**src/rtl/assert_macros.svh**
```systemverilog
// ----------------------------------------------------------------------------
// assertion macros
// shared forms for concurrent checks, clocked on i_clk and masked in reset
// ----------------------------------------------------------------------------
`ifndef ASSERT_MACROS_SVH
`define ASSERT_MACROS_SVH

// property that holds at every clock edge out of reset
`define CHOL_ASSERT(label, prop, msg) \
    label: assert property (@(posedge i_clk) disable iff (!i_rst_n) prop) \
        else $error(msg);

// condition that implies a property in the next cycle
`define CHOL_ASSERT_NEXT(label, pre, post, msg) \
    label: assert property (@(posedge i_clk) disable iff (!i_rst_n) (pre) |=> (post)) \
        else $error(msg);

`endif

```
**src/rtl/chol_pkg.sv**
```systemverilog
// ----------------------------------------------------------------------------
// chol_pkg
// shared types, widths and helpers of the cholesky factorization block
// ----------------------------------------------------------------------------
package chol_pkg;

    localparam int WORD_W        = 48;
    localparam int ELEM_W        = 32;
    localparam int IDX_W         = 3;
    localparam int SIZE_W        = 4;
    localparam int MAX_SIZE_DEF  = 8;
    localparam int FRAC_BITS_DEF = 16;

    localparam logic [SIZE_W-1:0] SIZE_RESET = 4'd8;

    typedef logic signed [WORD_W-1:0] t_word;
    typedef logic [WORD_W-1:0]        t_mag;

    localparam t_mag MAG_CAP = {1'b1, {(WORD_W-1){1'b0}}};

    typedef enum logic [3:0] {
        S_LOAD,
        S_SEEK,
        S_SQRT,
        S_SQW,
        S_DIV,
        S_DVW,
        S_MUL,
        S_MLW,
        S_OSEEK,
        S_OUT
    } t_state;

    function automatic t_mag mag_of(input t_word v);
        t_mag m;
        if (v[WORD_W-1]) begin
            m = ~t_mag'(v) + 1'b1;
        end else begin
            m = t_mag'(v);
        end
        return m;
    endfunction

    // magnitude must not exceed MAG_CAP
    function automatic t_word apply_sign(input t_mag mag, input logic neg);
        t_word v;
        if (neg) begin
            v = t_word'(~mag + 1'b1);
        end else if (mag[WORD_W-1]) begin
            v = {1'b0, {(WORD_W-1){1'b1}}};
        end else begin
            v = t_word'(mag);
        end
        return v;
    endfunction

endpackage

```
**src/rtl/chol_cell.sv**
```systemverilog
// ----------------------------------------------------------------------------
// chol_cell
// one matrix row of the rotating row ring, with a column write port
// ----------------------------------------------------------------------------
module chol_cell import chol_pkg::*; #(
    parameter int MAX_SIZE = MAX_SIZE_DEF,
    localparam int IW = $clog2(MAX_SIZE)
) (
    input  logic                     i_clk,
    input  logic                     i_shift,
    input  t_word [MAX_SIZE-1:0]     i_row,
    input  logic                     i_we,
    input  logic [IW-1:0]            i_col,
    input  t_word                    i_data,
    output t_word [MAX_SIZE-1:0]     o_row
);

    t_word [MAX_SIZE-1:0] r_row;

    always_ff @(posedge i_clk) begin
        if (i_we) begin
            r_row[i_col] <= i_data;
        end else if (i_shift) begin
            r_row <= i_row;
        end
    end

    assign o_row = r_row;

endmodule

```
**config.mk**
```make
export PLATFORM = sky130hd
export DESIGN_NAME = chol_cell
export DESIGN_NICKNAME = d
export VERILOG_FILES = /design/src/rtl/assert_macros.svh /design/src/rtl/chol_pkg.sv /design/src/rtl/chol_cell.sv
export SDC_FILE = /design/constraint.sdc
export NUM_CORES = 1
export LEC_CHECK = 0
export ABC_AREA = 1
export ABC_CLOCK_PERIOD_IN_PS = 4700
export BUFFER_PORTS_ARGS = -buffer_cell sky130_fd_sc_hd__buf_2
export CAP_MARGIN = 10
export CORE_AREA = 8 8 315 317
export DETAILED_ROUTE_END_ITERATION = 12
export DIE_AREA = 0 0 323 325
export GPL_TIMING_DRIVEN = 0
export RECOVER_POWER = 100
export SYNTH_ARGS = -nofsm -noshare
export SYNTH_HDL_FRONTEND = slang
export SYNTH_SLANG_ARGS = --single-unit
```
**constraint.sdc**
```tcl
create_clock -name i_clk -period 4.7 [get_ports i_clk]
set_input_delay 0.94 -clock i_clk [delete_from_list [all_inputs] [get_ports i_clk]]
set_output_delay 0.94 -clock i_clk [all_outputs]
set_load 0.05 [all_outputs]
```
==> reports/qor.txt <==
==================================================================================
Reported leakage power                                                  0.00985 uW
Final instance count without filler cells                                     3887
Setup repair after global routing missed its margin                             no
Cell Int Power                                                             6590 uW
Post-synthesis cell count                                                     1731
Rows                                                                           113
Shortest period the worst path allows                                      3800 ps
Register share of total power                                                41.2%
DRC Markers                                                                      0
Part of the Yosys area used for sequential elements                          67.3%
Clock tree buffer depth                                                          3
Critical path startpoint category                                       input port
Final Hold Slack                                                            587 ps
Antenna-violating nets left                                                      0
Type of destination of the critical path                                 flip-flop
Number of placed cells counting well taps                                     3778
Worst min-delay path class                                            input port to flip-flop
Pwr/cell area                                                           428 nW/um2
Total standard cell area after synthesis                                 17100 um2
Initial antenna violation count                                                 36
TritonCTS clock tree                                                          done
Unique cell type count in the Yosys netlist                                     13
Die height                                                                  325 um
Result of the run                                                     finished with violations
Clock Power Share                                                            36.1%
Drt first-iter violations                                                     1736
Detail-routed net length per standard cell                                 27.7 um
Placer congestion estimate                                                   0.829
Worst Hold Launch                                                       i_row[333]
Largest net degree at the start of global routing                               40
Avg Inst Size Synth                                                       9.89 um2
Layout area overhead                                                         39.5%
Sw frac                                                                      35.5%
Utilization of the core after routing                                        25.4%
Synth Net Count                                                               2169
Min-Delay Endpoint                                                      o_row[333]
Detailed placer's ending HPWL                                              84.4 mm
Vias in the first global route                                               17000
Pre-Repair DR Iteration Count                                                    7
Count of instances resized after the clock tree is built                         0
Violated checks                                                       max-capacitance violations, max-slew violations
Final worst path period share                                                81.0%
Overall global routing resource usage                                        19.4%
Max FFs per register                                                           384
Total congestion overflow                                                        0
Hold_buf cts                                                                     0
Share of final-layout standard cells stronger than drive strength 1          19.8%
Core outline area                                                        94200 um2
Max-slew headroom                                                           -10.7%
Max-slew violations                                                             33
Number of setup violations in the final report                                   0
Maximum fanout count along the critical path                                    27
Post-detailed-route via-to-cell ratio                                         4.40
Nets                                                                          3001
WL final                                                                    108 mm
Die footprint                                                           105000 um2
CP arrival                                                                 4080 ps
Worst Hold Depth                                                                 3
Overall via count from detail_route                                          17100
Starting Density                                                             18.2%
Global-route wire length before repair                                      141 mm
Total number of yosys warnings                                                   0
Horiz. Die Dim                                                              323 um
Maximum clock rate                                                         263 MHz
# Max-Cap Violations                                                             3
Maximum level of the CTS H-tree                                                  2
Number of placed I/O pins                                                      822
Post-DP Area                                                             22900 um2
Count of buffers from port buffering                                           773
Final design instance area without fill                                  23900 um2
Worst Max-Slew Pin Slew                                                    1660 ps
Clock buffer count from CTS                                                     48
Number of failing hold endpoints at the final stage                              0
Post-CTS setup buffer count                                                      0
Worst IR drop on VDD                                                        258 uV
Total chip power                                                          10200 uW
Clock-pin slew on the worst setup and hold paths                             60 ps
Number of clock sinks                                                          384
Switching power                                                            3630 uW
Worst Path Required                                                        4970 ps
Start-to-end type of the worst setup path                             input port to flip-flop
Fraction of power consumed by combinational cells                            22.7%
Flip-flop and latch count after synthesis                                      384
Clock root buffer                                                     sky130_fd_sc_hd__clkbuf_16
==================================================================================
## cells by family (layout without fill, tap and decap cells)
family	after synthesis	count (layout)	share of synthesized area, %
AND/OR/NAND/NOR	1174	1174	28.3
flip-flops	384	384	67.3
buffers and inverters	172	1043	4.32
AO/OA/AOI/OAI	1	1	0.0292
other	0	20	0
## worst max-delay path: stages
cell and delay (ps):
sky130_fd_sc_hd__buf_2 90, sky130_fd_sc_hd__inv_1 200, sky130_fd_sc_hd__nor2_1 1210, sky130_fd_sc_hd__clkbuf_1 640, sky130_fd_sc_hd__nand2_1 190, sky130_fd_sc_hd__nand2_4 420, sky130_fd_sc_hd__buf_16 300
## per-layer routing
layer | vias up | part of all wire (%) | track usage, % | wire length [um]
met2 | 1144 | 46 | 31.7 | 49400
met5 | - | 0.16 | 0 | 176
met1 | 8140 | 39 | 23.8 | 41600
li1 | 7531 | - | - | -
met3 | 247 | 10 | 5.81 | 11200
met4 | 28 | 5.0 | 7.98 | 5410
## cell usage after synthesis, drive strengths merged
cell type / count / area (um2)
inv: 5 / 18.8
nand2: 833 / 3130
clkbuf: 95 / 357
o21ai: 1 / 5.00
nor2: 5 / 38.8
buf: 72 / 364
edfxtp: 384 / 11500
nand3: 336 / 1680
## power groups by stage
stage	Clock [uW]	Combinational [uW]	Sequential, uW
after floorplan	0	399	5340
after global placement	0	2380	4290
after detailed placement	0	2420	4270
after CTS	3780	2430	4200
after global routing	3880	2410	4240
final	3690	2320	4210
## final cells by class
cell class | instances | area (um2)
fillers | 10500 | 70300
well taps | 1265 | 1580
diodes | 20 | 50.0
plain buffers | 167 | 696
flip-flops and latches | 384 | 11500
multi-input cells | 1175 | 4910
clock buffers | 61 | 1270
inverters | 5 | 18.8
clock inverters | 28 | 231
repair buffers | 782 | 3600
## placed cells by master, fill, tap and decap left out
cell | synthesis | layout
sky130_fd_sc_hd__clkinv_4 | 0 | 3
sky130_fd_sc_hd__inv_1 | 3 | 4
sky130_fd_sc_hd__buf_2 | 45 | 417
sky130_fd_sc_hd__nand2_1 | 833 | 826
sky130_fd_sc_hd__clkbuf_2 | 0 | 2
sky130_fd_sc_hd__nor2_1 | 1 | 2
sky130_fd_sc_hd__diode_2 | 0 | 20
sky130_fd_sc_hd__buf_4 | 10 | 8
sky130_fd_sc_hd__nor2_2 | 2 | 1
sky130_fd_sc_hd__clkinv_1 | 0 | 11
sky130_fd_sc_hd__nor2_4 | 2 | 2
sky130_fd_sc_hd__clkbuf_1 | 95 | 511
sky130_fd_sc_hd__clkinvlp_4 | 0 | 3
sky130_fd_sc_hd__clkinv_2 | 0 | 5
sky130_fd_sc_hd__edfxtp_1 | 384 | 384
sky130_fd_sc_hd__buf_12 | 0 | 5
sky130_fd_sc_hd__inv_6 | 0 | 3
sky130_fd_sc_hd__buf_16 | 0 | 4
sky130_fd_sc_hd__clkbuf_16 | 0 | 49
sky130_fd_sc_hd__nand3_1 | 336 | 336
sky130_fd_sc_hd__nand2_4 | 0 | 7
sky130_fd_sc_hd__bufinv_16 | 0 | 3
sky130_fd_sc_hd__buf_1 | 17 | 14
sky130_fd_sc_hd__o21ai_4 | 0 | 1
sky130_fd_sc_hd__inv_2 | 2 | 1
## worst max-delay path by stage
stage          depth (start not counted)         end      from  slack [ps]
6_report                               7  o_row[316]      i_we         900
5_1_grt                                7  o_row[230]      i_we         570
4_1_cts                                6  o_row[316]      i_we        1110
3_5_place_dp                           7  o_row[369]      i_we         460
3_3_place_gp                           5  o_row[374]      i_we       -1770
2_1_floorplan                          2  o_row[336]  i_col[2]        1050
## per-stage QoR
stage	TNS [ps]	worst slack, ps
detailed placement	0	457
finish	0	895
floorplan	0	1050
CTS	0	1110
global route	0	573
global placement	-436080	-1770
Note: power is estimated with default switching activity, not from simulation.
