<file path="src/rtl/assert_macros.svh">
// ----------------------------------------------------------------------------
// assertion macros
// shared forms for concurrent checks, clocked on i_clk and masked in reset
// ----------------------------------------------------------------------------
`ifndef ASSERT_MACROS_SVH
`define ASSERT_MACROS_SVH

// property that holds at every clock edge out of reset
`define CHOL_ASSERT(label, prop, msg) \
    label: assert property (@(posedge i_clk) disable iff (!i_rst_n) prop) \
        else $error(msg);

// condition that implies a property in the next cycle
`define CHOL_ASSERT_NEXT(label, pre, post, msg) \
    label: assert property (@(posedge i_clk) disable iff (!i_rst_n) (pre) |=> (post)) \
        else $error(msg);

`endif

</file>
<file path="src/rtl/chol_pkg.sv">
// ----------------------------------------------------------------------------
// chol_pkg
// shared types, widths and helpers of the cholesky factorization block
// ----------------------------------------------------------------------------
package chol_pkg;

    localparam int WORD_W        = 48;
    localparam int ELEM_W        = 32;
    localparam int IDX_W         = 3;
    localparam int SIZE_W        = 4;
    localparam int MAX_SIZE_DEF  = 8;
    localparam int FRAC_BITS_DEF = 16;

    localparam logic [SIZE_W-1:0] SIZE_RESET = 4'd8;

    typedef logic signed [WORD_W-1:0] t_word;
    typedef logic [WORD_W-1:0]        t_mag;

    localparam t_mag MAG_CAP = {1'b1, {(WORD_W-1){1'b0}}};

    typedef enum logic [3:0] {
        S_LOAD,
        S_SEEK,
        S_SQRT,
        S_SQW,
        S_DIV,
        S_DVW,
        S_MUL,
        S_MLW,
        S_OSEEK,
        S_OUT
    } t_state;

    function automatic t_mag mag_of(input t_word v);
        t_mag m;
        if (v[WORD_W-1]) begin
            m = ~t_mag'(v) + 1'b1;
        end else begin
            m = t_mag'(v);
        end
        return m;
    endfunction

    // magnitude must not exceed MAG_CAP
    function automatic t_word apply_sign(input t_mag mag, input logic neg);
        t_word v;
        if (neg) begin
            v = t_word'(~mag + 1'b1);
        end else if (mag[WORD_W-1]) begin
            v = {1'b0, {(WORD_W-1){1'b1}}};
        end else begin
            v = t_word'(mag);
        end
        return v;
    endfunction

endpackage

</file>
<file path="src/rtl/chol_mul.sv">
// ----------------------------------------------------------------------------
// chol_mul
// fixed point product from four half-width partial products, summed one after another
// ----------------------------------------------------------------------------
module chol_mul import chol_pkg::*; #(
    parameter int FRAC_BITS = FRAC_BITS_DEF,
    localparam int HALF_W = WORD_W / 2,
    localparam int PROD_W = 2 * WORD_W
) (
    input  logic  i_clk,
    input  logic  i_rst_n,
    input  logic  i_start,
    input  t_word i_a,
    input  t_word i_b,
    output logic  o_done,
    output t_word o_prod
);

    logic              r_busy;
    logic              r_done;
    logic [1:0]        r_step;
    t_mag              r_ma;
    t_mag              r_mb;
    logic              r_neg;
    logic [PROD_W-1:0] r_acc;

    logic [HALF_W-1:0] w_ah;
    logic [HALF_W-1:0] w_bh;
    logic [WORD_W-1:0] w_pp;
    logic [PROD_W-1:0] w_add;
    logic [PROD_W-1:0] w_shr;
    t_mag              w_mag;

    always_comb begin
        w_ah = r_step[0] ? r_ma[WORD_W-1:HALF_W] : r_ma[HALF_W-1:0];
        w_bh = r_step[1] ? r_mb[WORD_W-1:HALF_W] : r_mb[HALF_W-1:0];
        w_pp = w_ah * w_bh;
        case (r_step)
            2'd0:    w_add = PROD_W'(w_pp);
            2'd3:    w_add = {w_pp, {WORD_W{1'b0}}};
            default: w_add = {{HALF_W{1'b0}}, w_pp, {HALF_W{1'b0}}};
        endcase
    end

    always_ff @(posedge i_clk) begin
        if (!i_rst_n) begin
            r_busy <= 1'b0;
            r_done <= 1'b0;
            r_step <= '0;
        end else begin
            r_done <= 1'b0;
            if (i_start) begin
                r_busy <= 1'b1;
                r_step <= '0;
            end else if (r_busy) begin
                r_step <= r_step + 1'b1;
                if (r_step == 2'd3) begin
                    r_busy <= 1'b0;
                    r_done <= 1'b1;
                end
            end
        end
    end

    always_ff @(posedge i_clk) begin
        if (i_start) begin
            r_ma  <= mag_of(i_a);
            r_mb  <= mag_of(i_b);
            r_neg <= i_a[WORD_W-1] ^ i_b[WORD_W-1];
            r_acc <= '0;
        end else if (r_busy) begin
            r_acc <= r_acc + w_add;
        end
    end

    assign w_shr  = r_acc >> FRAC_BITS;
    assign w_mag  = (w_shr > PROD_W'(MAG_CAP)) ? MAG_CAP : w_shr[WORD_W-1:0];
    assign o_done = r_done;
    assign o_prod = apply_sign(w_mag, r_neg);

endmodule

</file>
<file path="config.mk">
export PLATFORM = sky130hd
export DESIGN_NAME = chol_mul
export DESIGN_NICKNAME = d
export VERILOG_FILES = /design/src/rtl/assert_macros.svh /design/src/rtl/chol_pkg.sv /design/src/rtl/chol_mul.sv
export SDC_FILE = /design/constraint.sdc
export NUM_CORES = 2
export LEC_CHECK = 0
export BUFFER_PORTS_ARGS = -buffer_cell sky130_fd_sc_hd__buf_2
export CAP_MARGIN = 25
export CORE_UTILIZATION = 25
export CTS_CLUSTER_DIAMETER = 150
export DETAILED_ROUTE_END_ITERATION = 16
export PLACE_DENSITY_LB_ADDON = 0.1
export SLEW_MARGIN = 25
export SYNTH_ARGS = -nofsm -noshare
export SYNTH_HDL_FRONTEND = slang
export SYNTH_SLANG_ARGS = --single-unit
</file>
<file path="constraint.sdc">
create_clock -name i_clk -period 11.4 [get_ports i_clk]
set_clock_uncertainty 0.1 [all_clocks]
set_input_delay 2.28 -clock i_clk [delete_from_list [all_inputs] [get_ports i_clk]]
set_output_delay 2.28 -clock i_clk [all_outputs]
set_load 0.02 [all_outputs]
</file>
==> flow_summary.yaml <==
status:
  outcome: "finished clean"
yosys:
  synth_mux_area_frac: 0.0384
  async_flop_share: 0
  syn_area_sq_um: 35400
  ys.flop_type: "dfxtp_1"
  ys_types: 76
  synth_compound_area_frac: 0.143
  synthAdderAreaFrac: 0.371
  synth_fp_nets: 5103
  ys_ff_latch: 197
  synth_top_family_by_area: "adder cells"
  yosys.area_share.xor_xnor: 0.0604
  syn_inst: 4246
  synth_area_per_cell_sq_um: 8.33
  synthSimpleGateAreaFrac: 0.163
  synth_edf_count: 97
  synth-seq-area-share: 0.139
  yosysWarnings: 0
sta:
  setup_viol: 0
  min_period_ps: 11040
  finalHoldViolations: 0
  fin_crit_sh: 0.968
  relSlewSlack: 0.317
  worstMarginPinSlew_ps: 1020
  finalSetupTns_ps: 0
  report.final.slew_viol_count: 0
  fmax_mhz: 90.6
  fin_ws_ps: 363
worst_setup_path:
  crit_top_cell: "fa_1"
  cpMaxStageDelayCell: "fa_1"
  critPathMaxFanout: 17
  crit_type: "flip-flop to flip-flop"
  reg2regPathDepth: 42
  crit_path_end_kind: "flip-flop"
  critPathRequiredTime_ps: 11700
  start_kind: "flip-flop"
  critPathArrivalTime_ps: 11340
  critPathMaxStageDelay_ps: 560
die:
  die_w_um: 378
  std_cell_rows: 137
  core-area_sq_um: 140000
  start_util: 0.253
  io_pins: 148
  die_area_sq_um: 143000
  die_h_um: 378
detailed_routing:
  drt_drc_violations_left: 0
  routed_wl_um: 143000
  vias_per_cell: 4.78
  vias: 30900
  wire_per_inst_um: 22.2
  first_pass_iters: 5
  detail-route-antenna-nets: 0
  drt-initial-drc-count: 2172
finish:
  synthToLayoutAreaGrowth_pct: 17.8
  drive_gt1_frac: 0.145
  fin_nets: 5432
  fin_cells: 6465
  design_area_sq_um: 41700
worst_hold_path:
  hold_class: "flip-flop to flip-flop"
  hold_path_depth: 2
clocking:
  cts_buffer_depth: 2
  numClockSinks: 197
  clk_latency_ps: 540
  tritoncts: "done"
  hold_buffers: 0
  cts_root_buf: "clkbuf_16"
  cts_buffers: 17
  clk_pin_slew_ps: 90
  cts_max_level: 4
global_routing:
  grt_usage: 0.199
  grt_pass1_wl_um: 208000
  grt_pass1_vias: 30700
  antenna_found_initial: 5
  grt_start_max_net_pins: 63
  grt_overflow: 0
placement:
  hpwl_um: 120000
  place_inst: 6415
  placed_area_sq_um: 40600
  dp_slack_ps: -616
  routabilityCongestion: 0.904
  port_buffers: 147
job:
  max_cap_violations: 0
## cells in the final DEF, fill, tap and decap left out, types with 70 or more instances in the layout
master / n
inv_1: 613
nand2_1: 527
fa_1: 481
nor2_1: 459
buf_4: 327
ha_1: 274
o21ai_0: 215
a21oi_1: 202
xnor2_1: 171
buf_2: 147
dfxtp_1: 97
edfxtp_1: 97
xor2_1: 71
mux2i_1: 70
## metrics by stage
step,utilization,hold WS [ps]
5_1_grt,0.298,411
3_3_place_gp,0.290,378
4_1_cts,0.295,395
3_5_place_dp,0.290,383
6_report,0.298,389
2_1_floorplan,-,354
## path summary, 6_finish.rpt
| path | from | end | slack (ps) |
|---|---|---|---|
| worst max register to register | r_step[1]$_SDFFE_PP0P_ | r_acc[92]$_SDFFE_PP0P_ | 360 |
| worst min-delay path | r_acc[77]$_SDFFE_PP0P_ | r_acc[77]$_SDFFE_PP0P_ | 390 |
| worst max-delay path | r_step[1]$_SDFFE_PP0P_ | r_acc[92]$_SDFFE_PP0P_ | 360 |
| worst min register to register | r_acc[77]$_SDFFE_PP0P_ | r_acc[77]$_SDFFE_PP0P_ | 390 |
## area by class of cell
class / instances / area [sq um]
fillers: 15300 / 98200
multi-input cells: 3241 / 27700
flip-flops and latches: 197 / 4920
repair buffers: 504 / 3760
well taps: 1876 / 2350
inverters: 614 / 2300
clock buffers: 23 / 510
clock inverters: 9 / 77.6
diodes: 1 / 2.50
## cell families (layout without fill, tap and decap cells)
family,count (synthesis),count (layout)
fa+ha+maj,758,758
mux,130,130
buf+inv,808,1150
other cells,0,1
simple gates,1313,1313
flops,197,197
xor+xnor,244,244
compound gates,796,796
## worst max-delay path, delay by kind of cell (launching register included)
kind	cells	cell delay [ps]
AND/OR/NAND/NOR	1	70
buffers and inverters	10	1280
adder cells (fa/ha/maj)	9	4270
AO/OA/AOI/OAI	19	4070
flip-flops	1	350
XOR/XNOR	2	420
multiplexers	1	310
## per-layer routing
metal | GRT usage | vias up | wire, um
met5 | 0 | - | 36
met4 | 0.0593 | 6 | 3940
met3 | 0.0378 | 124 | 7270
met2 | 0.308 | 722 | 64000
met1 | 0.280 | 15400 | 68100
li1 | - | 14600 | -
## state kept, by name, summed over array words and instances, names as in the netlist
register / cells
r_acc: 96
r_step: 2
o_done: 1
r_neg: 1
r_ma: 48
r_busy: 1
r_mb: 48
## cell usage after synthesis, types with 8 or more instances
master / number / area, sq um
inv_1: 613 / 2300
nand2_1: 527 / 1980
fa_1: 483 / 9670
nor2_1: 462 / 1730
ha_1: 275 / 3440
o21ai_0: 220 / 1100
a21oi_1: 208 / 1040
clkbuf_1: 179 / 672
xnor2_1: 173 / 1520
dfxtp_1: 100 / 2000
edfxtp_1: 97 / 2910
mux2i_1: 85 / 851
xor2_1: 71 / 622
a21o_1: 68 / 510
and2_1: 57 / 357
nand4_1: 50 / 313
nor3_1: 50 / 250
o31ai_1: 48 / 360
mux2_2: 45 / 507
a22o_1: 37 / 324
o21bai_1: 37 / 278
or3_1: 33 / 206
o21a_1: 26 / 195
nand3_1: 25 / 125
o41ai_1: 20 / 175
nor4_1: 19 / 119
a211oi_1: 18 / 135
a31oi_1: 18 / 113
or4_1: 17 / 128
buf_1: 15 / 56.3
and3_1: 14 / 87.6
nand2b_1: 12 / 75.1
or2_2: 12 / 75.1
nor2b_1: 11 / 68.8
o211ai_1: 10 / 75.1
a21boi_0: 8 / 60.1
## what timing repair did
item | 4_1_cts | 5_1_grt
pin swaps | 0 | 11
cloned | 0 | 3
gates resized for setup | 14 | 55
setup buffers | 1 | 13
endpoints found under the setup margin | 12 | 31
Power is not shown: default switching activity piles up to over one toggle a cycle in this logic, so the estimate is an artifact.
