$ cat src/rtl/assert_macros.svh
// ----------------------------------------------------------------------------
// assertion macros
// shared forms for concurrent checks, clocked on i_clk and masked in reset
// ----------------------------------------------------------------------------
`ifndef ASSERT_MACROS_SVH
`define ASSERT_MACROS_SVH

// property that holds at every clock edge out of reset
`define CHOL_ASSERT(label, prop, msg) \
    label: assert property (@(posedge i_clk) disable iff (!i_rst_n) prop) \
        else $error(msg);

// condition that implies a property in the next cycle
`define CHOL_ASSERT_NEXT(label, pre, post, msg) \
    label: assert property (@(posedge i_clk) disable iff (!i_rst_n) (pre) |=> (post)) \
        else $error(msg);

`endif

$ cat src/rtl/chol_pkg.sv
// ----------------------------------------------------------------------------
// chol_pkg
// shared types, widths and helpers of the cholesky factorization block
// ----------------------------------------------------------------------------
package chol_pkg;

    localparam int WORD_W        = 48;
    localparam int ELEM_W        = 32;
    localparam int IDX_W         = 3;
    localparam int SIZE_W        = 4;
    localparam int MAX_SIZE_DEF  = 8;
    localparam int FRAC_BITS_DEF = 16;

    localparam logic [SIZE_W-1:0] SIZE_RESET = 4'd8;

    typedef logic signed [WORD_W-1:0] t_word;
    typedef logic [WORD_W-1:0]        t_mag;

    localparam t_mag MAG_CAP = {1'b1, {(WORD_W-1){1'b0}}};

    typedef enum logic [3:0] {
        S_LOAD,
        S_SEEK,
        S_SQRT,
        S_SQW,
        S_DIV,
        S_DVW,
        S_MUL,
        S_MLW,
        S_OSEEK,
        S_OUT
    } t_state;

    function automatic t_mag mag_of(input t_word v);
        t_mag m;
        if (v[WORD_W-1]) begin
            m = ~t_mag'(v) + 1'b1;
        end else begin
            m = t_mag'(v);
        end
        return m;
    endfunction

    // magnitude must not exceed MAG_CAP
    function automatic t_word apply_sign(input t_mag mag, input logic neg);
        t_word v;
        if (neg) begin
            v = t_word'(~mag + 1'b1);
        end else if (mag[WORD_W-1]) begin
            v = {1'b0, {(WORD_W-1){1'b1}}};
        end else begin
            v = t_word'(mag);
        end
        return v;
    endfunction

endpackage

$ cat src/rtl/chol_div.sv
// ----------------------------------------------------------------------------
// chol_div
// restoring divider, one quotient bit per cycle, fixed point and saturated
// ----------------------------------------------------------------------------
module chol_div import chol_pkg::*; #(
    parameter int FRAC_BITS = FRAC_BITS_DEF,
    localparam int NUM_W = WORD_W + FRAC_BITS,
    localparam int CNT_W = $clog2(NUM_W + 1)
) (
    input  logic  i_clk,
    input  logic  i_rst_n,
    input  logic  i_start,
    input  t_word i_num,
    input  t_word i_den,
    output logic  o_done,
    output t_word o_quot
);

    logic             r_busy;
    logic             r_done;
    logic [CNT_W-1:0] r_cnt;
    logic [NUM_W-1:0] r_num;
    logic [WORD_W:0]  r_rem;
    t_mag             r_q;
    t_mag             r_den;
    logic             r_neg;
    logic             r_zero;

    logic [WORD_W+1:0] w_cur;
    logic [WORD_W+1:0] w_den_ext;
    logic              w_ge;
    logic [WORD_W:0]   w_qs;

    assign w_cur     = {r_rem, r_num[NUM_W-1]};
    assign w_den_ext = {2'b00, r_den};
    assign w_ge      = (w_cur >= w_den_ext);
    assign w_qs      = {r_q, w_ge};

    always_ff @(posedge i_clk) begin
        if (!i_rst_n) begin
            r_busy <= 1'b0;
            r_done <= 1'b0;
            r_cnt  <= '0;
        end else begin
            r_done <= 1'b0;
            if (i_start) begin
                if (i_den == '0) begin
                    r_done <= 1'b1;
                end else begin
                    r_busy <= 1'b1;
                    r_cnt  <= CNT_W'(NUM_W);
                end
            end else if (r_busy) begin
                r_cnt <= r_cnt - 1'b1;
                if (r_cnt == CNT_W'(1)) begin
                    r_busy <= 1'b0;
                    r_done <= 1'b1;
                end
            end
        end
    end

    always_ff @(posedge i_clk) begin
        if (i_start) begin
            r_num  <= {mag_of(i_num), {FRAC_BITS{1'b0}}};
            r_rem  <= '0;
            r_q    <= '0;
            r_den  <= t_mag'(i_den);
            r_neg  <= i_num[WORD_W-1];
            r_zero <= (i_den == '0);
        end else if (r_busy) begin
            r_num <= {r_num[NUM_W-2:0], 1'b0};
            r_rem <= w_ge ? (WORD_W + 1)'(w_cur - w_den_ext) : w_cur[WORD_W:0];
            r_q   <= (w_qs > {1'b0, MAG_CAP}) ? MAG_CAP : w_qs[WORD_W-1:0];
        end
    end

    assign o_done = r_done;
    assign o_quot = r_zero ? '0 : apply_sign(r_q, r_neg);

endmodule

$ cat config.mk
export PLATFORM = sky130hd
export DESIGN_NAME = chol_div
export DESIGN_NICKNAME = d
export VERILOG_FILES = /design/src/rtl/assert_macros.svh /design/src/rtl/chol_pkg.sv /design/src/rtl/chol_div.sv
export SDC_FILE = /design/constraint.sdc
export NUM_CORES = 1
export LEC_CHECK = 0
export ABC_CLOCK_PERIOD_IN_PS = 7300
export BUFFER_PORTS_ARGS = -buffer_cell sky130_fd_sc_hd__buf_2
export CORE_UTILIZATION = 47
export CTS_CLUSTER_DIAMETER = 60
export DETAILED_ROUTE_END_ITERATION = 12
export GPL_TIMING_DRIVEN = 0
export PLACE_DENSITY = 0.63
export SYNTH_ARGS = -nofsm -noshare
export SYNTH_HDL_FRONTEND = slang
export SYNTH_SLANG_ARGS = --single-unit
$ cat constraint.sdc
create_clock -name i_clk -period 7.3 [get_ports i_clk]
set_input_delay 0.365 -clock i_clk [delete_from_list [all_inputs] [get_ports i_clk]]
set_output_delay 0.365 -clock i_clk [all_outputs]
set_load 0.05 [all_outputs]
==> flow_summary.yaml, run 1 <==
sta:
  slew_viol_final: 0
  fin_crit_ps: 4800
  fmax_mhz: 208
  whs_ps: 23.2
  finalSetupTns_ps: 0
  hold_viol_final: 0
  rsz0062_at_grt: "false"
  setup_viol: 0
  tightestPinTransition_ps: 1210
  slew_headroom_pct: 19.1
  fin_crit_sh_pct: 65.8
  setup_ws_ps: 2500
  skew_ps: 11.1
die:
  fp.dieH_um: 168
  row_count: 60
  die_area_sq_um: 28100
  die_x_um: 168
  start_util_pct: 47.8
  coreArea_sq_um: 27000
  ioPinCount: 148
yosys:
  synth-async-reset-ratio_pct: 0
  synth_area_sq_um: 12900
  syn_avg_cell_area_sq_um: 8.73
  ys_warn_count: 0
  synth_edf_count: 98
  ys_seq_area_share_pct: 39.3
  syn-num-nets: 1628
  synth.ff_latch_count: 204
  synth_cell_type_count: 74
  syn_inst: 1476
  ys.flop_type: "dfxtp_1"
global_routing:
  grt_pass1_wl_um: 56500
  grt_pass1_vias: 10800
  grt_start_max_net_pins: 52
  grt_usage_pct: 24.8
  overflow: 0
  antenna_found_initial: 1
route:
  drtIter0Drc: 865
  dr.pass1.iters: 6
  wirelength_um: 35400
  drc: 0
  vias: 11800
  routed_via_density: 5.83
  wl_per_cell_um: 17.5
  ant_nets: 0
pwr:
  ir_drop_v: 0.000179
  leakage_nw: 6.06
  power_mw: 3.18
  power.density_nw_per_um2: 213
critical_path:
  critPathMaxStageDelay_ps: 690
  worstPathCellList: "inv_1 > ha_1 > nand3_1 > nor3_1 > and3_1 > clkbuf_1 > and2_1 > nand2_1 > nor4_1 > nand2_1 > a311oi_1 > buf_2"
  crit_path_end_kind: "output pin"
  cpMaxStageDelayCell: "nor3_1"
  worst_setup_path_start_kind: "flip-flop"
  crit_top_cell: "nand2_1"
  worstPathArrival_ps: 4440
  critPathKind: "flip-flop to output pin"
  cp_max_fo: 7
  cp.required_ps: 6930
layout:
  drive_gt1_share_pct: 13.5
  layout_commonest_cell: "nor2_1"
  nNetsFinal: 1808
  most-common-layout-cells: "nor2_1, buf_2, a21oi_1, nand2_1, dfxtp_1"
  syn2layout_area_growth_pct: 16.1
  nFillCells: 2537
status:
  status: "completed"
placed_design:
  place_hpwl_um: 26200
  dp_slack_ps: 2790
  gp_congestion: 0.890
  io_buffer_count: 147
clock_tree:
  ctsRootBufferMaster: "clkbuf_16"
  cts_resized: 0
  clock_latency_ps: 530
  cts_sinks: 204
  htreeDepth: 1
  cts_tree: "done"
  clock_tree.buffer_depth: 3
  path_clk_slew_ps: 60
  cts_inserted_buffers: 27
min_path:
  hp-class: "primary input to flip-flop"
flow_run:
  drv_cap: 0
-- synthesized netlist by cell type (all sizes together) (8+ instances only) --
| library cell | number | area (sq um) |
|---|---|---|
| nand3 | 18 | 90.1 |
| a31oi | 24 | 150 |
| nor4 | 33 | 221 |
| mux2i | 34 | 340 |
| a211oi | 37 | 278 |
| mux2 | 11 | 124 |
| or3 | 13 | 81.3 |
| o21ai | 79 | 395 |
| nand2b | 14 | 87.6 |
| o211ai | 10 | 75.1 |
| nor2b | 11 | 68.8 |
| a311oi | 25 | 219 |
| clkbuf | 74 | 278 |
| dfxtp | 106 | 2120 |
| nor3 | 35 | 201 |
| xor2 | 59 | 517 |
| buf | 10 | 71.3 |
| or4 | 10 | 75.1 |
| xnor2 | 35 | 307 |
| nand4 | 18 | 119 |
| inv | 81 | 304 |
| edfxtp | 98 | 2940 |
| a22o | 44 | 385 |
| or2 | 8 | 50.1 |
| nand2 | 108 | 405 |
| nor2 | 171 | 642 |
| and2 | 9 | 56.3 |
| a21o | 16 | 120 |
| o31ai | 11 | 82.6 |
| a21oi | 127 | 636 |
| a211o | 10 | 87.6 |
| ha | 52 | 651 |
-- final timing paths --
check	from	endpoint	slack, ps	cells after the start
setup reg to reg	r_num[63]	r_rem[5]	2770	15
hold reg to reg	r_rem[9]	r_rem[9]	490	2
hold / removal	i_den[6]	r_den[6]	20	1
setup / recovery	r_q[0]	o_quot[46]	2500	12
-- critical path: cells and delay by family, from the launching register on --
family | cells | cell delay, ps
flops | 1 | 360
buf+inv | 3 | 660
simple gates | 7 | 2230
fa+ha+maj | 1 | 240
compound gates | 1 | 410
-- area by class of cell --
cell class | instances | area (sq um) | share of cell area [%]
buffer | 84 | 349 | 2.33
tap | 341 | 427 | 2.85
inverter | 81 | 304 | 2.03
sequential | 204 | 5060 | 33.8
antenna | 1 | 2.50 | 0.0167
multi-input combinational | 1107 | 7170 | 47.9
clock buffer | 41 | 800 | 5.34
clock inverter | 8 | 65.1 | 0.435
timing repair buffer | 151 | 786 | 5.25
-- flip-flops by register name (all words and copies together) (netlist names) --
name,cells
r_cnt,7
o_done,1
r_neg,1
r_q,48
r_num,48
r_den,48
r_zero,1
r_rem,49
r_busy,1
-- cell families (layout without fill, tap and decap cells) --
| group | after synthesis | in the layout | synth area share, % |
|---|---|---|---|
| AO/OA/AOI/OAI | 450 | 450 | 23.2 |
| XOR/XNOR | 94 | 94 | 6.39 |
| adder cells (fa/ha/maj) | 53 | 53 | 5.21 |
| buffers and inverters | 165 | 365 | 5.07 |
| flip-flops | 204 | 204 | 39.3 |
| multiplexers | 45 | 45 | 3.60 |
| other | 0 | 1 | 0 |
| AND/OR/NAND/NOR | 465 | 465 | 17.3 |
-- metrics by stage --
stage | utilization [%] | cell area, sq um | cells
2_1_floorplan | - | 12900 | 1476
3_3_place_gp | 52.1 | 14000 | 1964
3_5_place_dp | 52.2 | 14100 | 1965
4_1_cts | 55.4 | 14900 | 2014
5_1_grt | 55.5 | 15000 | 2018
6_report | 55.5 | 15000 | 2018
-- repair_timing --
item | CTS | global route
hold buffers | 0 | 3
setup buffers | 0 | 0
hold endpoints to repair | 0 | 3
-- routing by layer --
layer	wire (um)	GRT usage (%)	vias up
met5	0	0	-
met3	1930	3.29	39
li1	-	-	5833
met4	597	5.46	0
met2	16100	40.4	370
met1	16700	35.1	5523
-- power by group --
group	switching [mW]	total (mW)	leakage (nW)	internal, mW
sequential	0.0295	1.31	1.82	1.28
combinational	0.389	0.604	3.81	0.214
clock	0.506	1.27	0.427	0.761
total	0.924	3.18	6.06	2.26
Note: power is estimated with default switching activity, not from simulation.
==> run 2, diff against run 1 <==
- ABC_CLOCK_PERIOD_IN_PS: 7300 -> 4100
- PLACE_DENSITY: 0.63 -> 0.66
- clock period: 7.3 -> 4.1 ns (I/O delays scaled with it)
==> flow_summary.yaml, run 2 (synthesis gave the netlist of run 1 again) <==
die:
  coreArea_sq_um: 27000
  fp.dieH_um: 168
  die_x_um: 168
  row_count: 60
  die_area_sq_um: 28100
  start_util_pct: 47.8
  ioPinCount: 148
placed_design:
  io_buffer_count: 147
  place_hpwl_um: 26300
  gp_congestion: 0.937
  dp_slack_ps: -278
sta:
  tightestPinTransition_ps: 1220
  fin_crit_sh_pct: 96.1
  fin_crit_ps: 3940
  setup_ws_ps: 160
  hold_viol_final: 0
  whs_ps: 77.4
  fmax_mhz: 254
  slew_viol_final: 0
  setup_viol: 0
  skew_ps: 11.9
  slew_headroom_pct: 19.0
  finalSetupTns_ps: 0
critical_path:
  cp.required_ps: 3890
  cp_max_fo: 8
  crit_path_end_kind: "output pin"
  worst_setup_path_start_kind: "flip-flop"
  worstPathArrival_ps: 3730
  critPathKind: "flip-flop to output pin"
  ff2ff_path_depth: 15
clock_tree:
  htreeDepth: 1
  ctsRootBufferMaster: "clkbuf_16"
  cts_inserted_buffers: 25
  path_clk_slew_ps: 60
  clock_latency_ps: 530
  cts_sinks: 204
  cts_tree: "done"
  clock_tree.buffer_depth: 3
route:
  routed_via_density: 5.83
  wirelength_um: 36500
  highest_layer: "met4"
  ant_nets: 0
  drtIter0Drc: 1057
  wl_met2_um: 16700
  vias: 12100
  drc: 0
  dr_wl_met3_um: 1970
  drt-met1-wl_um: 16900
  dr.pass1.iters: 5
  wl_per_cell_um: 17.7
status:
  status: "completed"
min_path:
  hp-class: "primary input to flip-flop"
  whs_path_depth: 3
pwr:
  ir_drop_v: 0.000330
  power_mw: 5.72
  leakage_nw: 6.32
  power.density_nw_per_um2: 368
layout:
  fin_util_pct: 57.7
  most-common-layout-cells: "nor2_1, buf_2, a21oi_1, nand2_1, dfxtp_1"
  largest_register: "r_rem"
  nNetsFinal: 1860
  layout_commonest_cell: "nor2_1"
  largest_reg_flops: 49
  diodes: 0
  syn2layout_area_growth_pct: 20.7
  drive_gt1_share_pct: 14.5
  nFillCells: 2433
global_routing:
  grt_usage_pct: 25.5
  grt_pass1_wl_um: 58300
  overflow: 0
  grt_start_max_net_pins: 52
  grt_pass1_vias: 11300
  antenna_found_initial: 0
flow_run:
  drv_cap: 0
## run 2: worst paths after layout
kind | from | end | slack, ps
worst max-delay path | r_q[6] | o_quot[45] | 160
worst min-delay path | i_num[17] | r_num[33] | 80
worst max register to register | r_num[63] | r_q[28] | 260
worst min register to register | r_rem[38] | r_rem[38] | 480
## run 2: critical path, stage by stage, from the launching register on
cell      delay (ps)
dfxtp_1          290
buf_2            150
nor3_2           250
nand4_2          250
nor4_4           320
buf_4            190
nand2_1           90
nor2_2           270
nand2_1          140
nor4_2           360
nand2_1           90
a311oi_1         460
buf_2            350
## run 2: per-stage QoR
stage                     std cells  area, sq um
after detailed placement       1965        14100
final                          2067        15500
after global routing           2067        15500
after CTS                      2061        15500
after floorplan                1476        12900
after global placement         1964        14000
## run 2: report_power, final
group	total, mW	switching, mW	internal (mW)	leakage, nW
sequential	2.34	0.0538	2.28	1.82
combinational	1.12	0.705	0.413	4.08
clock	2.27	0.921	1.35	0.418
total	5.72	1.68	4.04	6.32
## run 2: layout make-up
class	instances	area, sq um	area share (%)
Clock buffer	30	696	4.47
Sequential cell	204	5060	32.6
Buffer	84	353	2.27
Clock inverter	15	149	0.958
Tap cell	341	427	2.74
Inverter	81	304	1.96
Timing Repair Buffer	205	1320	8.48
Multi-Input combinational cell	1107	7240	46.5
## run 2: routing by layer
metal  global-route usage [%]  vias to the layer above
li1                         -                     5916
met1                     35.1                     5698
met2                     41.6                      374
met3                     3.40                       66
met4                     7.74                        0
met5                        0                        -
## run 2: repair_timing
item	4_1_cts	5_1_grt
gates resized for setup	7	17
cloned	0	0
endpoints found under the hold margin	55	0
pin swaps	1	2
buffers inserted	0	6
endpoints found under the setup margin	27	30
hold buffers	51	0
