$ cat src/rtl/assert_macros.svh
// ----------------------------------------------------------------------------
// assertion macros
// shared forms for concurrent checks, clocked on i_clk and masked in reset
// ----------------------------------------------------------------------------
`ifndef ASSERT_MACROS_SVH
`define ASSERT_MACROS_SVH

// property that holds at every clock edge out of reset
`define CHOL_ASSERT(label, prop, msg) \
    label: assert property (@(posedge i_clk) disable iff (!i_rst_n) prop) \
        else $error(msg);

// condition that implies a property in the next cycle
`define CHOL_ASSERT_NEXT(label, pre, post, msg) \
    label: assert property (@(posedge i_clk) disable iff (!i_rst_n) (pre) |=> (post)) \
        else $error(msg);

`endif

$ cat src/rtl/chol_pkg.sv
// ----------------------------------------------------------------------------
// chol_pkg
// shared types, widths and helpers of the cholesky factorization block
// ----------------------------------------------------------------------------
package chol_pkg;

    localparam int WORD_W        = 48;
    localparam int ELEM_W        = 32;
    localparam int IDX_W         = 3;
    localparam int SIZE_W        = 4;
    localparam int MAX_SIZE_DEF  = 8;
    localparam int FRAC_BITS_DEF = 16;

    localparam logic [SIZE_W-1:0] SIZE_RESET = 4'd8;

    typedef logic signed [WORD_W-1:0] t_word;
    typedef logic [WORD_W-1:0]        t_mag;

    localparam t_mag MAG_CAP = {1'b1, {(WORD_W-1){1'b0}}};

    typedef enum logic [3:0] {
        S_LOAD,
        S_SEEK,
        S_SQRT,
        S_SQW,
        S_DIV,
        S_DVW,
        S_MUL,
        S_MLW,
        S_OSEEK,
        S_OUT
    } t_state;

    function automatic t_mag mag_of(input t_word v);
        t_mag m;
        if (v[WORD_W-1]) begin
            m = ~t_mag'(v) + 1'b1;
        end else begin
            m = t_mag'(v);
        end
        return m;
    endfunction

    // magnitude must not exceed MAG_CAP
    function automatic t_word apply_sign(input t_mag mag, input logic neg);
        t_word v;
        if (neg) begin
            v = t_word'(~mag + 1'b1);
        end else if (mag[WORD_W-1]) begin
            v = {1'b0, {(WORD_W-1){1'b1}}};
        end else begin
            v = t_word'(mag);
        end
        return v;
    endfunction

endpackage

$ cat src/rtl/chol_sqrt.sv
// ----------------------------------------------------------------------------
// chol_sqrt
// bit-serial integer square root of a pivot scaled by 2^FRAC_BITS
// ----------------------------------------------------------------------------
module chol_sqrt import chol_pkg::*; #(
    parameter int FRAC_BITS = FRAC_BITS_DEF,
    localparam int RAD_W  = ((WORD_W + FRAC_BITS + 1) / 2) * 2,
    localparam int ROOT_W = RAD_W / 2,
    localparam int CNT_W  = $clog2(ROOT_W + 1)
) (
    input  logic  i_clk,
    input  logic  i_rst_n,
    input  logic  i_start,
    input  t_word i_value,
    output logic  o_done,
    output t_word o_root
);

    logic              r_busy;
    logic              r_done;
    logic [CNT_W-1:0]  r_cnt;
    logic [RAD_W-1:0]  r_rad;
    logic [ROOT_W:0]   r_rem;
    logic [ROOT_W-1:0] r_root;

    logic [ROOT_W+2:0] w_cur;
    logic [ROOT_W+2:0] w_trial;
    logic              w_ge;

    assign w_cur   = {r_rem, r_rad[RAD_W-1 -: 2]};
    assign w_trial = (ROOT_W + 3)'({r_root, 2'b01});
    assign w_ge    = (w_cur >= w_trial);

    always_ff @(posedge i_clk) begin
        if (!i_rst_n) begin
            r_busy <= 1'b0;
            r_done <= 1'b0;
            r_cnt  <= '0;
        end else begin
            r_done <= 1'b0;
            if (i_start) begin
                r_busy <= 1'b1;
                r_cnt  <= CNT_W'(ROOT_W);
            end else if (r_busy) begin
                r_cnt <= r_cnt - 1'b1;
                if (r_cnt == CNT_W'(1)) begin
                    r_busy <= 1'b0;
                    r_done <= 1'b1;
                end
            end
        end
    end

    always_ff @(posedge i_clk) begin
        if (i_start) begin
            r_rad  <= RAD_W'({i_value, {FRAC_BITS{1'b0}}});
            r_rem  <= '0;
            r_root <= '0;
        end else if (r_busy) begin
            r_rad  <= {r_rad[RAD_W-3:0], 2'b00};
            r_rem  <= w_ge ? (ROOT_W + 1)'(w_cur - w_trial) : w_cur[ROOT_W:0];
            r_root <= {r_root[ROOT_W-2:0], w_ge};
        end
    end

    assign o_done = r_done;
    assign o_root = t_word'(WORD_W'(r_root));

endmodule

$ cat config.mk
export PLATFORM = sky130hd
export DESIGN_NAME = chol_sqrt
export DESIGN_NICKNAME = d
export VERILOG_FILES = /design/src/rtl/assert_macros.svh /design/src/rtl/chol_pkg.sv /design/src/rtl/chol_sqrt.sv
export SDC_FILE = /design/constraint.sdc
export NUM_CORES = 1
export LEC_CHECK = 0
export BUFFER_PORTS_ARGS = -buffer_cell sky130_fd_sc_hd__buf_2
export CAP_MARGIN = 40
export CORE_MARGIN = 2
export CORE_UTILIZATION = 52
export CTS_CLUSTER_SIZE = 40
export DETAILED_ROUTE_END_ITERATION = 16
export PLACE_DENSITY = 0.77
export SLEW_MARGIN = 20
export SYNTH_ARGS = -nofsm -noshare
export SYNTH_HDL_FRONTEND = slang
export SYNTH_SLANG_ARGS = --single-unit
$ cat constraint.sdc
create_clock -name i_clk -period 2.7 [get_ports i_clk]
set_input_delay 0.81 -clock i_clk [delete_from_list [all_inputs] [get_ports i_clk]]
set_output_delay 0.81 -clock i_clk [all_outputs]
set_load 0.01 [all_outputs]
==> results of run 1 <==
-- critical path: cells and delay by family (launching register included) --
kind	cells	cell delay, ns
fa+ha+maj	1	0.28
flops	1	0.33
compound gates	8	1.38
mux	1	0.21
buf+inv	2	0.28
-- repair_timing --
item	in CTS	in global routing
buffers inserted	2	12
pin swaps	4	33
endpoints found under the setup margin	28	33
gates cloned	0	2
gates resized for setup	8	76
-- where the power goes --
group	switching [uW]	internal, uW
registers	124	2090
clock network	882	1170
logic	1670	1650
-- cell usage after synthesis (all sizes together) (2+ instances only) --
| cell | instances | area [sq um] |
|---|---|---|
| nor3 | 8 | 40.04 |
| nand4b | 2 | 17.52 |
| or3 | 3 | 18.77 |
| a211oi | 27 | 212.7 |
| nand3 | 9 | 45.04 |
| edfxtp | 48 | 1441 |
| nand4 | 2 | 12.51 |
| a21boi | 3 | 22.52 |
| xnor2 | 15 | 131.4 |
| nor4 | 3 | 18.77 |
| nor3b | 2 | 15.01 |
| mux2i | 56 | 560.5 |
| and2 | 9 | 58.80 |
| nor2b | 4 | 25.02 |
| nand2 | 37 | 138.9 |
| mux2 | 46 | 518.0 |
| a31oi | 5 | 76.32 |
| inv | 46 | 172.7 |
| nor2 | 81 | 304.0 |
| clkbuf | 19 | 71.32 |
| dfxtp | 73 | 1461 |
| buf | 27 | 188.9 |
| and3 | 6 | 37.54 |
| a21oi | 33 | 165.2 |
| a21o | 13 | 97.59 |
| o21a | 4 | 30.03 |
| o221ai | 2 | 17.52 |
| and4 | 2 | 17.52 |
| ha | 36 | 450.4 |
| o21bai | 6 | 48.80 |
| a311oi | 4 | 41.29 |
| nand2b | 5 | 31.28 |
| o21ai | 22 | 121.4 |
| o21ba | 2 | 26.28 |
| o31ai | 5 | 37.54 |
| xor2 | 14 | 122.6 |
-- how the worst max path moves through the flow --
stage | startpoint | endpoint | slack, ns | depth (start not counted)
final | r_root[0]$_SDFFE_PP0P_ | r_rem[15]$_SDFFE_PP0P_ | 0.05 | 12
after global placement | r_root[8]$_SDFFE_PP0P_ | r_rem[25]$_SDFFE_PP0P_ | 0.03 | 11
after detailed placement | r_root[14]$_SDFFE_PP0P_ | r_rem[25]$_SDFFE_PP0P_ | -0.11 | 12
after floorplan | r_root[12]$_SDFFE_PP0P_ | r_rem[23]$_SDFFE_PP0P_ | 0.02 | 12
after global routing | r_rem[8]$_SDFFE_PP0P_ | r_rem[4]$_SDFFE_PP0P_ | -0.03 | 11
after CTS | r_root[6]$_SDFFE_PP0P_ | r_rem[29]$_SDFFE_PP0P_ | -0.02 | 12
-- flip-flops by register name, summed over array words and instances (netlist names) --
name / count
r_cnt: 6
r_busy: 1
r_rad: 48
o_done: 1
r_root: 32
r_rem: 33
-- routing by layer --
metal	track usage (%)	vias to the layer above	share of wire, %
li1	-	2710	-
met1	26.22	2675	42
met2	37.72	184	51
met3	5.843	38	5.0
met4	9.673	0	2.3
met5	0	-	0
-- final cells by class --
class                   count  area [sq um]
clock buffers              18         429.2
well taps                 176         220.2
clock inverters            14         100.1
flip-flops and latches    121          2923
repair buffers            149         974.7
inverters                  46         176.4
multi-input cells         492          3985
fillers                   974          4277
-- stage by stage --
step / hold WS, ns / power [uW]
6_report: 0.4824 / 7591
5_1_grt: 0.5095 / 7942
4_1_cts: 0.4770 / 6994
3_5_place_dp: 0.4639 / 4872
3_3_place_gp: 0.4420 / 4781
2_1_floorplan: 0.4291 / 4210
-- cell families (layout without fill, tap and decap cells) --
logic type	Yosys count	in the layout	share of synthesized area, %
flip-flops	121	121	42.17
AND/OR/NAND/NOR	175	175	11.54
adder cells (fa/ha/maj)	36	36	6.543
AO/OA/AOI/OAI	133	134	14.05
multiplexers	102	102	15.67
other	1	16	0.05447
buffers and inverters	92	227	6.289
XOR/XNOR	29	29	3.690
==> flow_summary.yaml, run 1 <==
worst_setup_path:
  worstPathCellList: "inv_1 -> ha_4 -> o21a_1 -> o21ai_2 -> a31oi_4 -> a31oi_4 -> o21ai_4 -> a31oi_4 -> o21bai_4 -> clkbuf_16 -> mux2i_1 -> a211oi_1"
  end_kind: "register"
  crit_slowest_cell: "dfxtp_2"
  reg2reg_depth: 12
  reg2reg_slack_ns: 0.05
  required_ns: 2.97
  r2r-start: "r_root[0]$_SDFFE_PP0P_"
  arrival_ns: 2.93
  path_class: "reg2reg"
  crit_top_cell: "a31oi_4"
  r2r_end: "r_rem[15]$_SDFFE_PP0P_"
  start_kind: "register"
  cp_max_fo: 5
  slowest_delay_ns: 0.33
sta:
  period_share_pct: 98.28
  fin_skew_ns: 0.01269
  setup_viol: 0
  period_needed_ns: 2.653
  hold_violations: 0
  fin_ws_ns: 0.04650
  tns_ns: 0
  relSlewSlack_pct: 59.32
  fmax_mhz: 376.9
  drv_slew: 0
  worstMarginPinSlew_ns: 0.6102
cts:
  cts.htree.levels: 4
  clkSlewWorstSetupHoldPaths_ns: 0.06
  cts-buffers-inserted: 17
  ctsLongestPathBuffers: 2
  cts_hold_buf: 0
  clock_tree.root_cell: "clkbuf_16"
  clock_latency_ns: 0.42
  cts_tree: "done"
  cts.sinks: 121
layout:
  drive_gt1_share_pct: 36.55
  n_antenna_cell: 0
  final_core_util_pct: 67.32
  synthToLayoutAreaGrowth_pct: 27.95
  final_common_cell: "buf_2"
  fin_cells: 1016
  nNetsFinal: 914
  mostFrequentLayoutCells: "buf_2, nor2_1, dfxtp_1"
  final_cell_area_sq_um: 8808
power_and_ir_drop:
  powerDensity_nw_per_um2: 861.8
  p_leak_uw: 0.003699
  ir_drop_mv: 0.6059
route:
  drtIter0Drc: 472
  drc_errors: 0
  wl_per_cell_microns: 15.96
  num_vias: 5607
  routed_wl_microns: 16220
  postRouteAntennaNets: 0
  drt_first_pass_iters: 5
  vias_per_cell: 5.519
worst_hold_path:
  min_path_type: "reg2reg"
  min_path_cells: 2
  min_to: "r_rem[31]$_SDFFE_PP0P_"
  hp-start: "r_rem[31]$_SDFFE_PP0P_"
grt:
  grt_max_degree: 115
  grt_overflow: 0
  grt_pass1_vias: 5526
  grt_pass1_wl_microns: 25300
  antenna_found_initial: 0
  grt_util_all_layers_pct: 22.13
synth:
  synth-warning-count: 0
  ys_ff_latch: 121
  avgSynthCellArea_sq_um: 9.991
  ys.flop_type: "dfxtp_1"
  synth-edff-count: 48
  netlist_instances: 689
  netlist_area_sq_um: 6884
  async_flop_share_pct: 0
  ys_seq_area_share_pct: 42.17
  synth_cell_type_count: 57
placed_design:
  place.gp.congestion: 0.9285
  dp.cells: 968
  portBuffers: 83
  dpl-instance-area_sq_um: 7750
  hpwl_microns: 10610
  place_worst_setup_slack_ns: -0.1077
floorplan:
  start_util_pct: 52.61
  coreArea_sq_um: 13090
  num_io_pins: 100
  die_y_microns: 119.1
  die_w_microns: 119.1
  die_area_sq_um: 14180
  rows: 42
run:
  drv_cap: 0
status:
  outcome: "completed"
(Power assumes the default switching activity.)
==> inputs of run 2 (changes only) <==
- BUFFER_PORTS_ARGS: -buffer_cell sky130_fd_sc_hd__buf_2 -> -buffer_cell sky130_fd_sc_hd__buf_4
- GPL_ROUTABILITY_DRIVEN: not set -> 0
==> flow_summary.yaml, run 2 (synthesis results as in run 1) <==
route:
  drt_first_pass_iters: 6
  drtIter0Drc: 457
  postRouteAntennaNets: 0
  wl_per_cell_microns: 15.95
  vias_per_cell: 5.519
  drc_errors: 0
  routed_wl_microns: 16460
  num_vias: 5696
worst_hold_path:
  min_to: "r_rem[31]$_SDFFE_PP0P_"
  hp-start: "r_rem[31]$_SDFFE_PP0P_"
  min_path_type: "reg2reg"
  min_path_cells: 2
worst_setup_path:
  required_ns: 3.03
  start_kind: "register"
  reg2reg_depth: 11
  r2r-start: "r_rem[10]$_SDFFE_PP0P_"
  arrival_ns: 3.02
  crit_slowest_cell: "dfxtp_2"
  slowest_delay_ns: 0.38
  path_class: "reg2reg"
  critical-path-top-delay-family: "compound AO/OA/AOI/OAI gates"
  reg2reg_slack_ns: 0.007
  cp_max_fo: 5
  r2r_end: "r_rem[10]$_SDFFE_PP0P_"
  worstPathCellList: "ha_4 -> a21o_1 -> a21o_1 -> a221o_1 -> a31oi_4 -> o21ai_4 -> a31oi_4 -> buf_6 -> o21ba_4 -> nand2_1 -> a311oi_2"
  cp_num_buf_inv: 1
  end_kind: "register"
power_and_ir_drop:
  powerDensity_nw_per_um2: 856.4
  ir_drop_mv: 0.5215
  p_leak_uw: 0.003832
  p_int_uw: 5091
  p_sw_share_pct: 34.55
  p_seq_share_pct: 28.4
  p_sw_uw: 2687
  combPwrFrac_pct: 42.5
  clockPowerShare_pct: 29.1
  p_total_uw: 7779
sta:
  rsz0062_at_grt: "true"
  fin_ws_ns: 0.007296
  drv_slew: 0
  relSlewSlack_pct: 54.80
  hold_slack_ns: 0.4704
  worstMarginPinSlew_ns: 0.6781
  period_share_pct: 99.73
  period_needed_ns: 2.693
  hold_violations: 0
  fin_skew_ns: 0.006832
  fmax_mhz: 371.4
  setup_viol: 0
cts:
  cts.sinks: 121
  cts_hold_buf: 0
  cts_tree: "done"
  cts-buffers-inserted: 17
  clock_tree.root_cell: "clkbuf_16"
  clkSlewWorstSetupHoldPaths_ns: 0.06
  clock_latency_ns: 0.42
  ctsLongestPathBuffers: 2
  cts.htree.levels: 4
layout:
  mostFrequentLayoutCells: "buf_4, nor2_1, dfxtp_1"
  largest_reg_flops: 48
  final_common_cell: "buf_4"
  drive_gt1_share_pct: 35.98
  fill_cells: 923
  regMostFlops: "r_rad"
  synthToLayoutAreaGrowth_pct: 31.93
  n_antenna_cell: 0
  reg_top3: "r_rad: 48 flops, r_rem: 33 flops, r_root: 32 flops"
  nNetsFinal: 930
placed_design:
  hpwl_microns: 10920
  portBuffers: 83
  place_worst_setup_slack_ns: -0.1541
floorplan:
  num_io_pins: 100
  rows: 42
  die_w_microns: 119.1
  start_util_pct: 52.61
  die_area_sq_um: 14180
  die_y_microns: 119.1
  coreArea_sq_um: 13090
status:
  outcome: "completed"
grt:
  met1_usage_pct: 26.40
  grt_overflow: 0
  gr-max-usage-layer: "met2"
  grt_pass1_wl_microns: 26150
  antenna_found_initial: 0
  use_met3_pct: 6.034
  grt_pass1_vias: 5704
  grt_util_all_layers_pct: 22.80
  grt_max_degree: 55
  use_met2_pct: 38.97
run:
  drv_cap: 0
==> run 2: cell count changes in the layout (fill, tap and decap cells not counted), moves of 5 or more <==
cell,change
buf_2,-82
ha_1,+6
buf_4,+101
dfxtp_1,+7
ha_4,-5
dfxtp_2,-6
==> run 2: worst max path at each step <==
stage                                       start                endpoint  slack, ns  cells after the start
after floorplan           r_root[12]$_SDFFE_PP0P_  r_rem[23]$_SDFFE_PP0P_       0.02                     12
after global placement     r_root[8]$_SDFFE_PP0P_  r_rem[25]$_SDFFE_PP0P_      -0.07                     12
after detailed placement   r_root[0]$_SDFFE_PP0P_  r_rem[25]$_SDFFE_PP0P_      -0.15                     12
after CTS                 r_root[10]$_SDFFE_PP0P_   r_rem[4]$_SDFFE_PP0P_      0.007                     12
after global routing      r_root[11]$_SDFFE_PP0P_  r_rem[31]$_SDFFE_PP0P_       -0.1                     13
final                      r_rem[10]$_SDFFE_PP0P_  r_rem[10]$_SDFFE_PP0P_      0.007                     11
==> run 2: repair_timing <==
item,in CTS,in global routing
setup endpoints to repair,32,33
resized for setup,23,42
buffers inserted,4,10
pin swaps,12,26
cloned,1,0
hold endpoints to repair,0,0
==> run 2: metal layers <==
layer,vias up,share of wire (%)
met5,-,0
met4,0,3.5
met3,53,5.0
met2,193,51
met1,2708,41
li1,2742,-
==> run 2: metrics by stage <==
stage	cell area, sq um	TNS [ns]	std cells	util (%)
after global routing	9082	-1.376	1032	69.41
final	9082	0	1032	69.41
after global placement	8070	-0.06714	985	61.68
after detailed placement	8070	-1.891	985	61.68
after floorplan	6960	0	704	-
after CTS	8798	0	1022	67.24
==> run 2: worst reg2reg max path: cells and delay by family (launching register included) <==
family | cells | cell delay (ns)
DFF | 1 | 0.38
AOI/OAI and AO/OA | 8 | 1.77
buffers and inverters | 1 | 0.14
and+or+nand+nor | 1 | 0.09
adders and majority gates | 1 | 0.22
==> run 2: area by class of cell <==
type,instances,area (sq um),area share [%]
multi-input combinational,492,3910,43.05
timing repair buffer,165,1275,14.04
inverter,46,176.4,1.942
clock inverter,15,163.9,1.805
tap,176,220.2,2.425
sequential,121,2912,32.06
clock buffer,17,425.4,4.684
==> run 2: power groups by stage <==
stage | Clock (uW) | Sequential (uW) | Combinational [uW]
after floorplan | 0 | 2200 | 2010
after global placement | 0 | 2220 | 2580
after detailed placement | 0 | 2230 | 2670
after CTS | 2290 | 2200 | 2950
after global routing | 2380 | 2230 | 3550
final | 2260 | 2210 | 3310
